$ cat src/sv/integer_matrix_multiply_defines.svh
// assertion macros shared by the matrix multiply rtl
// relies on signals named clk and rst_n in the module that expands them
`ifndef INTEGER_MATRIX_MULTIPLY_DEFINES_SVH
`define INTEGER_MATRIX_MULTIPLY_DEFINES_SVH

// same-cycle implication, checked out of reset
`define IMM_ASSERT_NOW(label, ante, cons, msg) \
  label: assert property (@(posedge clk) disable iff (!rst_n) (ante) |-> (cons)) \
    else $error(msg);

// next-cycle implication, checked out of reset
`define IMM_ASSERT_NEXT(label, ante, cons, msg) \
  label: assert property (@(posedge clk) disable iff (!rst_n) (ante) |=> (cons)) \
    else $error(msg);

`endif

$ cat src/sv/imm_pkg.sv
// shared types and constants for the matrix multiply block
// no dependencies
`timescale 1ns / 1ps

package imm_pkg;

  localparam int ELEM_W     = 32;
  localparam int IDX_OUT_W  = 3;
  localparam int CFG_IDX_W  = 2;
  localparam int CFG_DATA_W = 4;

  // register map
  localparam logic [CFG_IDX_W-1:0] REG_ROWS_A    = CFG_IDX_W'(0);
  localparam logic [CFG_IDX_W-1:0] REG_INNER_DIM = CFG_IDX_W'(1);
  localparam logic [CFG_IDX_W-1:0] REG_COLS_B    = CFG_IDX_W'(2);

  localparam logic [CFG_DATA_W-1:0] DIM_RESET = CFG_DATA_W'(8);

  // controller to datapath
  typedef struct packed {
    logic                 a_wr;
    logic                 b_wr;
    logic                 rd;
    logic                 rd_first;
    logic                 rd_last;
    logic                 emit;
    logic [IDX_OUT_W-1:0] row;
    logic [IDX_OUT_W-1:0] col;
    logic                 last;
  } imm_cmd_t;

  // datapath to controller
  typedef struct packed {
    logic acc_done;
    logic out_free;
  } imm_sts_t;

endpackage

$ cat src/sv/imm_dp.sv
// datapath: element memories, multiply-accumulate pipe and output register
// depends on imm_pkg and the assertion macro header
`timescale 1ns / 1ps
`include "integer_matrix_multiply_defines.svh"

module imm_dp #(
  parameter int MAX_DIM    = 8,
  parameter int DATA_WIDTH = 32,
  parameter int AW         = 6
) (
  input  logic                                  clk,
  input  logic                                  rst_n,
  input  imm_pkg::imm_cmd_t                     cmd,
  output imm_pkg::imm_sts_t                     sts,
  input  logic [AW-1:0]                         wr_addr,
  input  logic [AW-1:0]                         a_rd_addr,
  input  logic [AW-1:0]                         b_rd_addr,
  input  logic signed [imm_pkg::ELEM_W-1:0]     in_data,
  output logic                                  out_valid,
  input  logic                                  out_ready,
  output logic signed [imm_pkg::ELEM_W-1:0]     out_value,
  output logic [imm_pkg::IDX_OUT_W-1:0]         out_row,
  output logic [imm_pkg::IDX_OUT_W-1:0]         out_col,
  output logic                                  out_last
);
  import imm_pkg::*;

  localparam int DEPTH = MAX_DIM * MAX_DIM;

  logic [DATA_WIDTH-1:0] a_mem [DEPTH];
  logic [DATA_WIDTH-1:0] b_mem [DEPTH];

  logic [DATA_WIDTH-1:0] a_q_r, b_q_r, prod_r, acc_r;
  logic                  v1_r, first1_r, last1_r;
  logic                  v2_r, first2_r, last2_r;
  logic                  acc_done_r;
  logic                  out_valid_r;
  logic [DATA_WIDTH-1:0] out_value_r;
  logic [IDX_OUT_W-1:0]  out_row_r, out_col_r;
  logic                  out_last_r;

  // element stores, one write port and one registered read each
  always_ff @(posedge clk) begin
    if (cmd.a_wr) a_mem[wr_addr] <= in_data[DATA_WIDTH-1:0];
    if (cmd.b_wr) b_mem[wr_addr] <= in_data[DATA_WIDTH-1:0];
    if (cmd.rd) begin
      a_q_r <= a_mem[a_rd_addr];
      b_q_r <= b_mem[b_rd_addr];
    end
  end

  // product keeps the low bits only, wrapping as two's complement
  always_ff @(posedge clk) begin
    prod_r <= DATA_WIDTH'(a_q_r * b_q_r);
    if (v2_r) acc_r <= first2_r ? prod_r : acc_r + prod_r;
  end

  always_ff @(posedge clk) begin
    if (!rst_n) begin
      v1_r       <= 1'b0;
      first1_r   <= 1'b0;
      last1_r    <= 1'b0;
      v2_r       <= 1'b0;
      first2_r   <= 1'b0;
      last2_r    <= 1'b0;
      acc_done_r <= 1'b0;
    end else begin
      v1_r     <= cmd.rd;
      first1_r <= cmd.rd_first;
      last1_r  <= cmd.rd_last;
      v2_r     <= v1_r;
      first2_r <= first1_r;
      last2_r  <= last1_r;
      if (v2_r && last2_r) acc_done_r <= 1'b1;
      else if (cmd.emit)   acc_done_r <= 1'b0;
    end
  end

  // output register
  always_ff @(posedge clk) begin
    if (!rst_n) begin
      out_valid_r <= 1'b0;
    end else if (cmd.emit) begin
      out_valid_r <= 1'b1;
    end else if (out_ready) begin
      out_valid_r <= 1'b0;
    end
  end

  always_ff @(posedge clk) begin
    if (cmd.emit) begin
      out_value_r <= acc_r;
      out_row_r   <= cmd.row;
      out_col_r   <= cmd.col;
      out_last_r  <= cmd.last;
    end
  end

  assign sts.acc_done = acc_done_r;
  assign sts.out_free = !out_valid_r || out_ready;

  assign out_valid = out_valid_r;
  assign out_value = ELEM_W'(signed'(out_value_r));
  assign out_row   = out_row_r;
  assign out_col   = out_col_r;
  assign out_last  = out_last_r;

  `IMM_ASSERT_NOW(a_emit_needs_result, cmd.emit, acc_done_r, "emit without finished sum")
  `IMM_ASSERT_NEXT(a_emit_shows_beat, cmd.emit, out_valid_r, "emitted result not presented")
  `IMM_ASSERT_NEXT(a_sum_completes, v2_r && last2_r, acc_done_r, "final product not flagged")

endmodule

$ cat config.mk
export PLATFORM = sky130hd
export DESIGN_NAME = imm_dp
export DESIGN_NICKNAME = d
export VERILOG_FILES = /design/src/sv/imm_pkg.sv /design/src/sv/imm_dp.sv
export VERILOG_INCLUDE_DIRS = /design/src /design/src/sv
export SDC_FILE = /design/constraint.sdc
export NUM_CORES = 2
export LEC_CHECK = 0
export BUFFER_PORTS_ARGS = -buffer_cell sky130_fd_sc_hd__buf_2
export CELL_PAD_IN_SITES_DETAIL_PLACEMENT = 1
export CELL_PAD_IN_SITES_GLOBAL_PLACEMENT = 1
export CORE_MARGIN = 8
export CORE_UTILIZATION = 40
export CTS_BUF_LIST = sky130_fd_sc_hd__clkbuf_8
export CTS_CLUSTER_DIAMETER = 150
export DETAILED_ROUTE_END_ITERATION = 7
export HOLD_SLACK_MARGIN = 0.08
export PLACE_DENSITY_LB_ADDON = 0.1
export SLEW_MARGIN = 20
export SYNTH_ARGS = -nofsm -noshare
export SYNTH_HDL_FRONTEND = slang
export SYNTH_SLANG_ARGS = --single-unit
$ cat constraint.sdc
create_clock -name clk -period 8.28 [get_ports clk]
set_clock_uncertainty 0.15 [all_clocks]
set_input_delay 1.242 -clock clk [delete_from_list [all_inputs] [get_ports clk]]
set_output_delay 1.242 -clock clk [all_outputs]
set_load 0.02 [all_outputs]
==> impl_metrics.py <==
metrics = {
    "status": {
        "status": "complete, no violations",
    },
    "drt": {
        "first_pass_iters": 5,
        "vias_per_cell": 5.64,
        "vias": 85900,
        "wl_per_cell_um": 33.6,
        "drt_iter0_markers": 8859,
        "drc": 0,
        "ant_nets": 0,
        "wl_mm": 512,
    },
    "sta": {
        "slew_headroom": 0.233,
        "layout_min_cycle_time_ns": 7.44,
        "rsz0062_at_grt": "no",
        "finalHoldViolCount": 0,
        "worstMarginPinSlew_ns": 1.15,
        "fin_crit_sh": 0.898,
        "fin_setup_tns_ns": 0,
        "setup_viol_count_final": 0,
        "max_freq_mhz": 134,
        "slew_viol_final": 0,
    },
    "worst_hold_path": {
        "hp-class": "flip-flop to flip-flop",
        "hp-start": "last1_r",
    },
    "global_route": {
        "grt_pass1_wl_mm": 719,
        "grt_max_degree": 109,
        "antenna_found_initial": 63,
        "first_global_vias": 93300,
        "grt.overflow.total": 0,
        "track_usage": 0.218,
    },
    "synthesis": {
        "synth_top_cells_by_area": "edfxtp_1 (72%), mux4_2 (17%), fa_1 (4.6%), and2_1 (1.1%), ha_1 (1.1%)",
        "syn_area_per_cell_um2": 21.9,
        "synth-warning-count": 0,
        "synth_cell_types": 64,
        "ys_ff_latch": 4271,
        "yosysSeqAreaShare": 0.720,
        "async_reset_ff_frac": 0,
        "synth_fp_nets": 8733,
        "synth_area_um2": 178000,
        "ys.flop_type": "edfxtp_1",
        "synth_top_area_share": 0.715,
        "synthCells": 8104,
        "synth_edf_count": 4231,
        "synth_area_leader_cell": "edfxtp_1",
    },
    "floorplan": {
        "fp.dieH_um": 682,
        "dieArea_um2": 466000,
        "start_util": 0.402,
        "io_pins": 108,
        "core-area_um2": 442000,
        "die_w_um": 682,
        "rows": 244,
    },
    "pwr": {
        "p_sw_frac": 0.360,
        "combPwrFrac": 0.422,
        "pwr_density_cell_nw_per_um2": 362,
        "sequentialPowerShare": 0.344,
        "power_frac_clock": 0.234,
        "p_sw_w": 0.0260,
        "leakage_nw": 65.2,
        "peakVddDrop_mv": 0.994,
        "internal_power_w": 0.0464,
    },
    "final_layout": {
        "fillCellCount": 40200,
        "nets": 9402,
        "multi_input_comb_area_um2": 47600,
        "layout_commonest_cell": "edfxtp_1",
        "area_growth_pct": 12.5,
        "regArea_um2": 128000,
        "final_cells": 15200,
        "final_cell_mix": "edfxtp_1 (4231), mux4_2 (1330), clkbuf_8 (727)",
        "drive_gt1_frac": 0.288,
        "utilization": 0.452,
    },
    "clocking": {
        "clk_path_buf_depth": 4,
        "cts_sinks": 4271,
        "post_cts_buffers": 0,
        "cts_tree": "done",
        "path_clk_slew_ns": 0.06,
        "clock_latency_ns": 1.23,
        "htree_levels": 6,
        "clockRootBuffer": "clkbuf_8",
        "numCtsBuffers": 710,
    },
    "critical_path": {
        "cp-end-kind": "flip-flop",
        "cp_slowest_stage_delay_ns": 0.92,
        "crit_top_cell": "fa_1",
        "required_ns": 9.26,
        "worstPathCellList": "nand2_1 > fa_1 > inv_1 > fa_1 > fa_1 > inv_1 > fa_1 > inv_1 > fa_1 > fa_1 > fa_1 > fa_1 > ha_1 > a21o_1 > a21o_1 > a21oi_1 > o21ai_0 > a21oi_1 > o21ai_1 > a41oi_1 > nor2b_1 > xnor2_1",
        "crit_type": "flip-flop to flip-flop",
        "cp_top_family": "adder cells",
        "worst_setup_path_start_kind": "flip-flop",
        "crit_path_max_fanout": 24,
        "rr_startpoint": "b_q_r[8]",
        "slowest_stage": "edfxtp_1",
        "setup.worst_path.start": "b_q_r[8]",
        "crit_buf_inv": 3,
        "arrival_ns": 8.42,
    },
    "placement": {
        "port_buffers": 107,
        "dp_cells": 14000,
        "gp_congestion": 0.785,
        "dp_hpwl_mm": 287,
    },
    "run": {
        "max_cap_violations": 0,
    },
}
final timing paths:
check | slack (ns) | endpoint | cells past startpoint
hold reg to reg | 0.28 | last2_r | 1
hold / removal | 0.28 | last2_r | 1
setup reg to reg | 0.84 | prod_r[28] | 22
setup / recovery | 0.84 | prod_r[28] | 22
synthesized netlist by cell type, types with 8 or more instances:
cell type  count
a21o_1        28
edfxtp_1    4231
a21oi_1       44
nor2_1       151
o21ai_0       22
buf_2        104
nand3_1       17
o21a_1         8
o21ai_1       34
and2_1       316
nor2b_1       11
xnor2_1       79
mux4_2      1330
fa_1         409
nand2_1      288
buf_1         36
dfxtp_1       40
ha_1         154
xor2_1        32
mux2_2        19
clkbuf_1     268
and3_1         9
mux2i_1       15
inv_1        379
routing by layer:
| metal | vias up | wire, µm | track usage |
|---|---|---|---|
| li1 | 34300 | - | - |
| met1 | 48200 | 223000 | 0.310 |
| met2 | 2751 | 250000 | 0.362 |
| met3 | 657 | 30400 | 0.0329 |
| met4 | 8 | 8460 | 0.0420 |
| met5 | - | 53 | 0 |
layout make-up:
class | count | share of cell area
flip-flops and latches | 4271 | 0.640
multi-input cells | 3045 | 0.238
clock buffers | 726 | 0.0500
well taps | 5904 | 0.0370
repair buffers | 366 | 0.0148
clock inverters | 524 | 0.0129
inverters | 379 | 0.00712
diodes | 29 | 0.000363
power by group through the flow:
stage          Combinational (W)  Sequential, W  Clock [W]
2_1_floorplan             0.0231         0.0253          0
3_3_place_gp              0.0308         0.0253          0
3_5_place_dp              0.0312         0.0253          0
4_1_cts                   0.0313         0.0249     0.0174
5_1_grt                   0.0339         0.0249     0.0183
6_report                  0.0306         0.0249     0.0169
logic make-up after synthesis:
family	synth area share
DFF	0.720
muxes	0.171
and+or+nand+nor	0.0231
buffers and inverters	0.0174
adders and majority gates	0.0570
AOI/OAI and AO/OA	0.00644
xor gates and xnor gates	0.00547
sequential cells by signal, indices dropped and copies added, names as in the netlist, 3 cells and up:
| register | count |
|---|---|
| acc_r | 32 |
| out_col | 3 |
| a_q_r | 32 |
| out_row | 3 |
| b_mem | 2048 |
| prod_r | 32 |
| b_q_r | 32 |
| out_value | 32 |
| a_mem | 2048 |
timing repair:
action                                 CTS  global route
setup endpoints to repair                0             0
gates resized for setup                  0             0
endpoints found under the hold margin   17             0
hold buffers                            12             0
stage by stage:
step	setup slack (ns)	hold slack (ns)	cell area [µm²]	total power, W
2_1_floorplan	1.55	0.262	178000	0.0484
3_3_place_gp	0.745	0.265	187000	0.0562
3_5_place_dp	0.788	0.273	187000	0.0566
4_1_cts	0.716	0.118	200000	0.0736
5_1_grt	0.380	0.187	200000	0.0770
6_report	0.841	0.284	200000	0.0724
Note: power is estimated with default switching activity, not from simulation.
