--- src/sv/integer_matrix_multiply_defines.svh ---
// assertion macros shared by the matrix multiply rtl
// relies on signals named clk and rst_n in the module that expands them
`ifndef INTEGER_MATRIX_MULTIPLY_DEFINES_SVH
`define INTEGER_MATRIX_MULTIPLY_DEFINES_SVH

// same-cycle implication, checked out of reset
`define IMM_ASSERT_NOW(label, ante, cons, msg) \
  label: assert property (@(posedge clk) disable iff (!rst_n) (ante) |-> (cons)) \
    else $error(msg);

// next-cycle implication, checked out of reset
`define IMM_ASSERT_NEXT(label, ante, cons, msg) \
  label: assert property (@(posedge clk) disable iff (!rst_n) (ante) |=> (cons)) \
    else $error(msg);

`endif

--- src/sv/imm_pkg.sv ---
// shared types and constants for the matrix multiply block
// no dependencies
`timescale 1ns / 1ps

package imm_pkg;

  localparam int ELEM_W     = 32;
  localparam int IDX_OUT_W  = 3;
  localparam int CFG_IDX_W  = 2;
  localparam int CFG_DATA_W = 4;

  // register map
  localparam logic [CFG_IDX_W-1:0] REG_ROWS_A    = CFG_IDX_W'(0);
  localparam logic [CFG_IDX_W-1:0] REG_INNER_DIM = CFG_IDX_W'(1);
  localparam logic [CFG_IDX_W-1:0] REG_COLS_B    = CFG_IDX_W'(2);

  localparam logic [CFG_DATA_W-1:0] DIM_RESET = CFG_DATA_W'(8);

  // controller to datapath
  typedef struct packed {
    logic                 a_wr;
    logic                 b_wr;
    logic                 rd;
    logic                 rd_first;
    logic                 rd_last;
    logic                 emit;
    logic [IDX_OUT_W-1:0] row;
    logic [IDX_OUT_W-1:0] col;
    logic                 last;
  } imm_cmd_t;

  // datapath to controller
  typedef struct packed {
    logic acc_done;
    logic out_free;
  } imm_sts_t;

endpackage

--- src/sv/imm_ctrl.sv ---
// controller: dimension registers, load counter and entry sequencer
// depends on imm_pkg and the assertion macro header
`timescale 1ns / 1ps
`include "integer_matrix_multiply_defines.svh"

module imm_ctrl #(
  parameter int MAX_DIM = 8,
  parameter int AW      = 6
) (
  input  logic                             clk,
  input  logic                             rst_n,
  input  logic                             cfg_valid,
  input  logic [imm_pkg::CFG_IDX_W-1:0]    cfg_index,
  input  logic [imm_pkg::CFG_DATA_W-1:0]   cfg_data,
  output logic                             cfg_ready,
  input  logic                             in_valid,
  output logic                             in_ready,
  input  imm_pkg::imm_sts_t                sts,
  output imm_pkg::imm_cmd_t                cmd,
  output logic [AW-1:0]                    wr_addr,
  output logic [AW-1:0]                    a_rd_addr,
  output logic [AW-1:0]                    b_rd_addr
);
  import imm_pkg::*;

  localparam int DW = $clog2(MAX_DIM + 1);
  localparam int LW = 2 * DW;
  localparam int IW = (MAX_DIM > 1) ? $clog2(MAX_DIM) : 1;

  typedef enum logic [1:0] {S_LOAD, S_ISSUE, S_WAIT} state_t;

  state_t                state_r;
  logic [CFG_DATA_W-1:0] rows_r, inner_r, cols_r;
  logic                  phase_b_r;
  logic [AW-1:0]         cnt_r;
  logic [IW-1:0]         i_r, j_r, k_r;
  logic [AW-1:0]         a_base_r, a_addr_r, b_addr_r;

  logic [DW-1:0] r_eff, n_eff, c_eff;
  logic [IW-1:0] r_m1, n_m1, c_m1;
  logic [LW-1:0] a_len, b_len;
  logic          cfg_fire, in_fire, a_end, b_end;
  logic [IW-1:0] i_nxt, j_nxt;
  logic [AW-1:0] a_base_nxt;

  function automatic logic [DW-1:0] eff_dim(input logic [CFG_DATA_W-1:0] v);
    if (v == '0) return DW'(1);
    if (v > MAX_DIM) return DW'(MAX_DIM);
    return DW'(v);
  endfunction

  always_comb begin
    r_eff = eff_dim(rows_r);
    n_eff = eff_dim(inner_r);
    c_eff = eff_dim(cols_r);
    r_m1  = IW'(r_eff - DW'(1));
    n_m1  = IW'(n_eff - DW'(1));
    c_m1  = IW'(c_eff - DW'(1));
    a_len = LW'(r_eff) * LW'(n_eff);
    b_len = LW'(n_eff) * LW'(c_eff);
    a_end = (LW'(cnt_r) == a_len - LW'(1));
    b_end = (LW'(cnt_r) == b_len - LW'(1));
  end

  assign cfg_ready = (state_r == S_LOAD);
  assign in_ready  = (state_r == S_LOAD) && !cfg_valid;
  assign cfg_fire  = cfg_valid && cfg_ready;
  assign in_fire   = in_valid && in_ready;

  always_comb begin
    cmd          = '0;
    cmd.a_wr     = in_fire && !phase_b_r;
    cmd.b_wr     = in_fire && phase_b_r;
    cmd.rd       = (state_r == S_ISSUE);
    cmd.rd_first = (k_r == '0);
    cmd.rd_last  = (k_r == n_m1);
    cmd.emit     = (state_r == S_WAIT) && sts.acc_done && sts.out_free;
    cmd.row      = IDX_OUT_W'(i_r);
    cmd.col      = IDX_OUT_W'(j_r);
    cmd.last     = (i_r == r_m1) && (j_r == c_m1);
  end

  assign wr_addr   = cnt_r;
  assign a_rd_addr = a_addr_r;
  assign b_rd_addr = b_addr_r;

  // next entry position after an emit
  always_comb begin
    i_nxt      = i_r;
    j_nxt      = j_r + IW'(1);
    a_base_nxt = a_base_r;
    if (j_r == c_m1) begin
      i_nxt      = i_r + IW'(1);
      j_nxt      = '0;
      a_base_nxt = a_base_r + AW'(n_eff);
    end
  end

  always_ff @(posedge clk) begin
    if (!rst_n) begin
      state_r   <= S_LOAD;
      rows_r    <= DIM_RESET;
      inner_r   <= DIM_RESET;
      cols_r    <= DIM_RESET;
      phase_b_r <= 1'b0;
      cnt_r     <= '0;
      i_r       <= '0;
      j_r       <= '0;
      k_r       <= '0;
      a_base_r  <= '0;
      a_addr_r  <= '0;
      b_addr_r  <= '0;
    end else begin
      unique case (state_r)
        S_LOAD: begin
          if (cfg_fire) begin
            unique case (cfg_index)
              REG_ROWS_A: begin
                rows_r    <= cfg_data;
                phase_b_r <= 1'b0;
                cnt_r     <= '0;
              end
              REG_INNER_DIM: begin
                inner_r   <= cfg_data;
                phase_b_r <= 1'b0;
                cnt_r     <= '0;
              end
              REG_COLS_B: begin
                cols_r    <= cfg_data;
                phase_b_r <= 1'b0;
                cnt_r     <= '0;
              end
              default: begin
              end
            endcase
          end else if (in_fire) begin
            if (!phase_b_r) begin
              if (a_end) begin
                phase_b_r <= 1'b1;
                cnt_r     <= '0;
              end else begin
                cnt_r <= cnt_r + AW'(1);
              end
            end else if (b_end) begin
              phase_b_r <= 1'b0;
              cnt_r     <= '0;
              i_r       <= '0;
              j_r       <= '0;
              k_r       <= '0;
              a_base_r  <= '0;
              a_addr_r  <= '0;
              b_addr_r  <= '0;
              state_r   <= S_ISSUE;
            end else begin
              cnt_r <= cnt_r + AW'(1);
            end
          end
        end
        S_ISSUE: begin
          if (k_r == n_m1) begin
            state_r <= S_WAIT;
          end else begin
            k_r      <= k_r + IW'(1);
            a_addr_r <= a_addr_r + AW'(1);
            b_addr_r <= b_addr_r + AW'(c_eff);
          end
        end
        S_WAIT: begin
          if (cmd.emit) begin
            if (cmd.last) begin
              state_r <= S_LOAD;
            end else begin
              i_r      <= i_nxt;
              j_r      <= j_nxt;
              k_r      <= '0;
              a_base_r <= a_base_nxt;
              a_addr_r <= a_base_nxt;
              b_addr_r <= AW'(j_nxt);
              state_r  <= S_ISSUE;
            end
          end
        end
        default: state_r <= S_LOAD;
      endcase
    end
  end

  `IMM_ASSERT_NOW(a_no_read_over_result, cmd.rd, !sts.acc_done, "read issued over unsent result")
  `IMM_ASSERT_NOW(a_first_addr, (state_r == S_ISSUE) && (k_r == '0), a_addr_r == a_base_r, "row base mismatch")
  `IMM_ASSERT_NEXT(a_load_to_issue, in_fire && phase_b_r && b_end, state_r == S_ISSUE, "missed compute start")

endmodule

--- config.mk ---
export PLATFORM = sky130hd
export DESIGN_NAME = imm_ctrl
export DESIGN_NICKNAME = d
export VERILOG_FILES = /design/src/sv/imm_pkg.sv /design/src/sv/imm_ctrl.sv
export VERILOG_INCLUDE_DIRS = /design/src /design/src/sv
export SDC_FILE = /design/constraint.sdc
export NUM_CORES = 1
export LEC_CHECK = 0
export ABC_AREA = 1
export BUFFER_PORTS_ARGS = -buffer_cell sky130_fd_sc_hd__buf_2
export CORE_UTILIZATION = 30
export DETAILED_ROUTE_END_ITERATION = 6
export MAX_ROUTING_LAYER = met4
export PLACE_DENSITY = 0.56
export SLEW_MARGIN = 20
export SYNTH_ARGS = -nofsm -noshare
export SYNTH_HDL_FRONTEND = slang
export SYNTH_SLANG_ARGS = --single-unit
--- constraint.sdc ---
create_clock -name clk -period 4.4 [get_ports clk]
set_clock_uncertainty 0.2 [all_clocks]
set_input_delay 0.88 -clock clk [delete_from_list [all_inputs] [get_ports clk]]
set_output_delay 0.88 -clock clk [all_outputs]
set_load 0.005 [all_outputs]
==> results.yml <==
synth:
  synth_top_area_frac: 0.191
  synth_compound_area_frac: 0.0927
  synthMuxAreaShare: 0
  netlist_area_mm2: 0.00502
  yosys_warnings: 0
  synth-simple-area-share: 0.387
  synth_cells: 763
  ys_types: 39
  synth_top_family_by_area: "simple AND/OR/NAND/NOR gates"
  synth_edf_count: 0
  synth_top_cells_by_area: "dfxtp_1, nand2_1, ha_1, inv_1, nor2_1"
  yosysSeqAreaShare: 0.191
  synth_common_cells: "nand2_1, inv_1, nor2_1, ha_1, nand3_1"
  syn_area_per_cell_um2: 6.58
  synthFlopType: "dfxtp_1"
  synthXorXnorAreaFrac: 0.0326
  synth_fa_ha_area_frac: 0.180
  synth.largest_area_cell: "dfxtp_1"
  yosysMostFrequentCell: "nand2_1"
  async_reset_ff_frac: 0
  synth_nets: 840
  ys_seq_elements: 48
drt:
  ant_nets: 0
  route.detailed.drc: 0
  firstDrtPassIters: 4
  viasPerCell: 4.56
  dr.first_iter.drc_count: 295
  post_drt_wl_per_cell_um: 12.5
  vias: 4720
  wl_um: 12900
grt:
  grt_first_pass_wirelength_um: 21500
  antenna_found_initial: 0
  grt_overflow: 0
  grtUsageTotal: 0.158
  grt_pass1_vias: 4320
  grt_max_degree: 40
clock_network:
  cts_hold_buf: 0
  clk_latency_ns: 0.30
  htreeDepth: 2
  cts.clk_slew.worst_paths_ns: 0.07
  clock-sinks: 48
  tritoncts: "yes"
  ctsLongestPathBuffers: 2
  numCtsBuffers: 5
  cts_root_buf: "clkbuf_16"
floorplanning:
  ios: 45
  die_x_um: 131
  dieHeight_um: 131
  die_area_mm2: 0.0173
  core_area_mm2: 0.0161
  initial_core_util: 0.312
  rows: 46
power:
  switching_share: 0.488
  pwr-share-comb: 0.602
  leakagePower_uw: 0.00296
  p_int_uw: 1430
  power_uw: 2800
  p_seq_frac: 0.250
  irDropWorstVdd_mv: 0.213
  p_sw_uw: 1370
  clkPwrFrac: 0.148
  power_density_mw_per_mm2: 486
critical_path:
  start_kind: "register"
  worstPathMaxFanout: 5
  path_class: "reg -> reg"
  worstSetupEndpointType: "register"
  cp.arrival_ns: 4.11
  cp.required_ns: 4.40
  rrSetupSlack_ns: 0.29
placed_design:
  dp_hpwl_um: 10200
  place_congestion: 0.806
  io_buffers: 44
  placed_area_mm2: 0.00555
  placedCellCount: 1025
timing:
  hold_slack_ns: 0.297
  max_freq_ghz: 0.243
  worst_slew_pin_slew_ns: 0.850
  setup_violations: 0
  relSlewSlack: 0.432
  period_minus_slack_ns: 4.11
  finalMaxSlewViolations: 0
  fin_crit_sh: 0.935
  hold_viol: 0
cells_and_area:
  final_core_util: 0.357
  final_cell_area_mm2: 0.00575
  drive_above_1_share: 0.179
  area_growth_pct: 14.6
  nNetsFinal: 896
  layout.cells.non_filler: 1036
  n_antenna_cell: 0
flow_run:
  cap_violations: 0
run_status:
  status: "finished, final reports clean"
worst_hold_path:
  hold_path_class: "reg -> reg"
## power by group through the flow
stage | sequential (uW) | clock [uW] | combinational [uW]
6_report | 699 | 414 | 1690
2_1_floorplan | 678 | 0 | 1280
3_5_place_dp | 709 | 0 | 1660
3_3_place_gp | 711 | 0 | 1650
4_1_cts | 700 | 420 | 1670
5_1_grt | 721 | 440 | 1910
## critical path, stage by stage, from the launching register on
cell and delay [ns]:
dfxtp_1 0.34, nor2_1 0.11, nand2_1 0.07, nand2_2 0.07, buf_4 0.16, inv_2 0.05, nor2_1 0.18, inv_1 0.07
ha_1 0.31, fa_1 0.51, fa_1 0.58, nand2_1 0.06, inv_1 0.06, nor2_1 0.03, nor2_1 0.10, nand3_1 0.12
a21oi_4 0.15, nand4_1 0.17, buf_4 0.20, nand2_4 0.13, buf_4 0.15, nand3_2 0.05, nand2_1 0.06, nor2_1 0.06
## worst paths after layout
kind                    from           to  cells after the start
setup reg to reg  inner_r[3]  a_base_r[5]                     23
hold / removal     rows_r[2]    rows_r[2]                      2
hold reg to reg    rows_r[2]    rows_r[2]                      2
setup / recovery  inner_r[3]  a_base_r[5]                     23
## what timing repair did
item / CTS / global route
setup buffers: 0 / 2
gates resized for setup: 0 / 6
endpoints found under the setup margin: 0 / 36
## cell families (layout without fill, tap and decap cells)
family,after synthesis,after routing
AND/OR/NAND/NOR,418,419
buffers and inverters,136,192
AO/OA/AOI/OAI,79,79
adder cells (fa/ha/maj),65,65
flip-flops,48,48
XOR/XNOR,17,17
## cells in the final DEF, fill, tap and decap left out, drive strengths merged
cell      count
xnor2         7
nand3b        1
xor2          9
a21boi        1
nor3          2
inv         119
a21o          1
nand3        74
a21oi        47
xor3          1
o21bai        1
clkbuf        6
clkinv        1
fa           12
o21a          1
nand4        11
o21ai        25
or2           1
nor2        114
and3          1
nand2       215
buf          64
dfxtp        48
clkinvlp      2
ha           53
o211ai        3
## registers in the layout, summed over array words and instances, names as in the netlist
| signal | cells |
|---|---|
| a_rd_addr | 6 |
| inner_r | 4 |
| a_base_r | 6 |
| j_r | 3 |
| k_r | 3 |
| wr_addr | 6 |
| state_r | 2 |
| phase_b_r | 1 |
| b_rd_addr | 6 |
| i_r | 3 |
| rows_r | 4 |
| cols_r | 4 |
## per-layer routing
metal | track usage | routed length [um] | up-vias
met5 | - | 0 | -
met4 | 0.0459 | 202 | 0
met3 | 0.0158 | 301 | 10
met2 | 0.246 | 5920 | 59
met1 | 0.215 | 6520 | 2135
li1 | - | - | 2516
## through the flow
step	TNS [ns]	worst slack, ns
2_1_floorplan	0	0.498
3_3_place_gp	0	0.202
3_5_place_dp	0	0.126
4_1_cts	0	0.115
5_1_grt	-0.0591	-0.0181
6_report	0	0.286
## layout make-up
| cell class | instances | area, um^2 |
|---|---|---|
| inverters | 120 | 463 |
| flip-flops and latches | 48 | 961 |
| repair buffers | 64 | 395 |
| clock buffers | 6 | 139 |
| well taps | 216 | 270 |
| multi-input cells | 580 | 3510 |
| fillers | 1806 | 10400 |
| clock inverters | 2 | 15.0 |
Note: power is estimated with default switching activity, not from simulation.
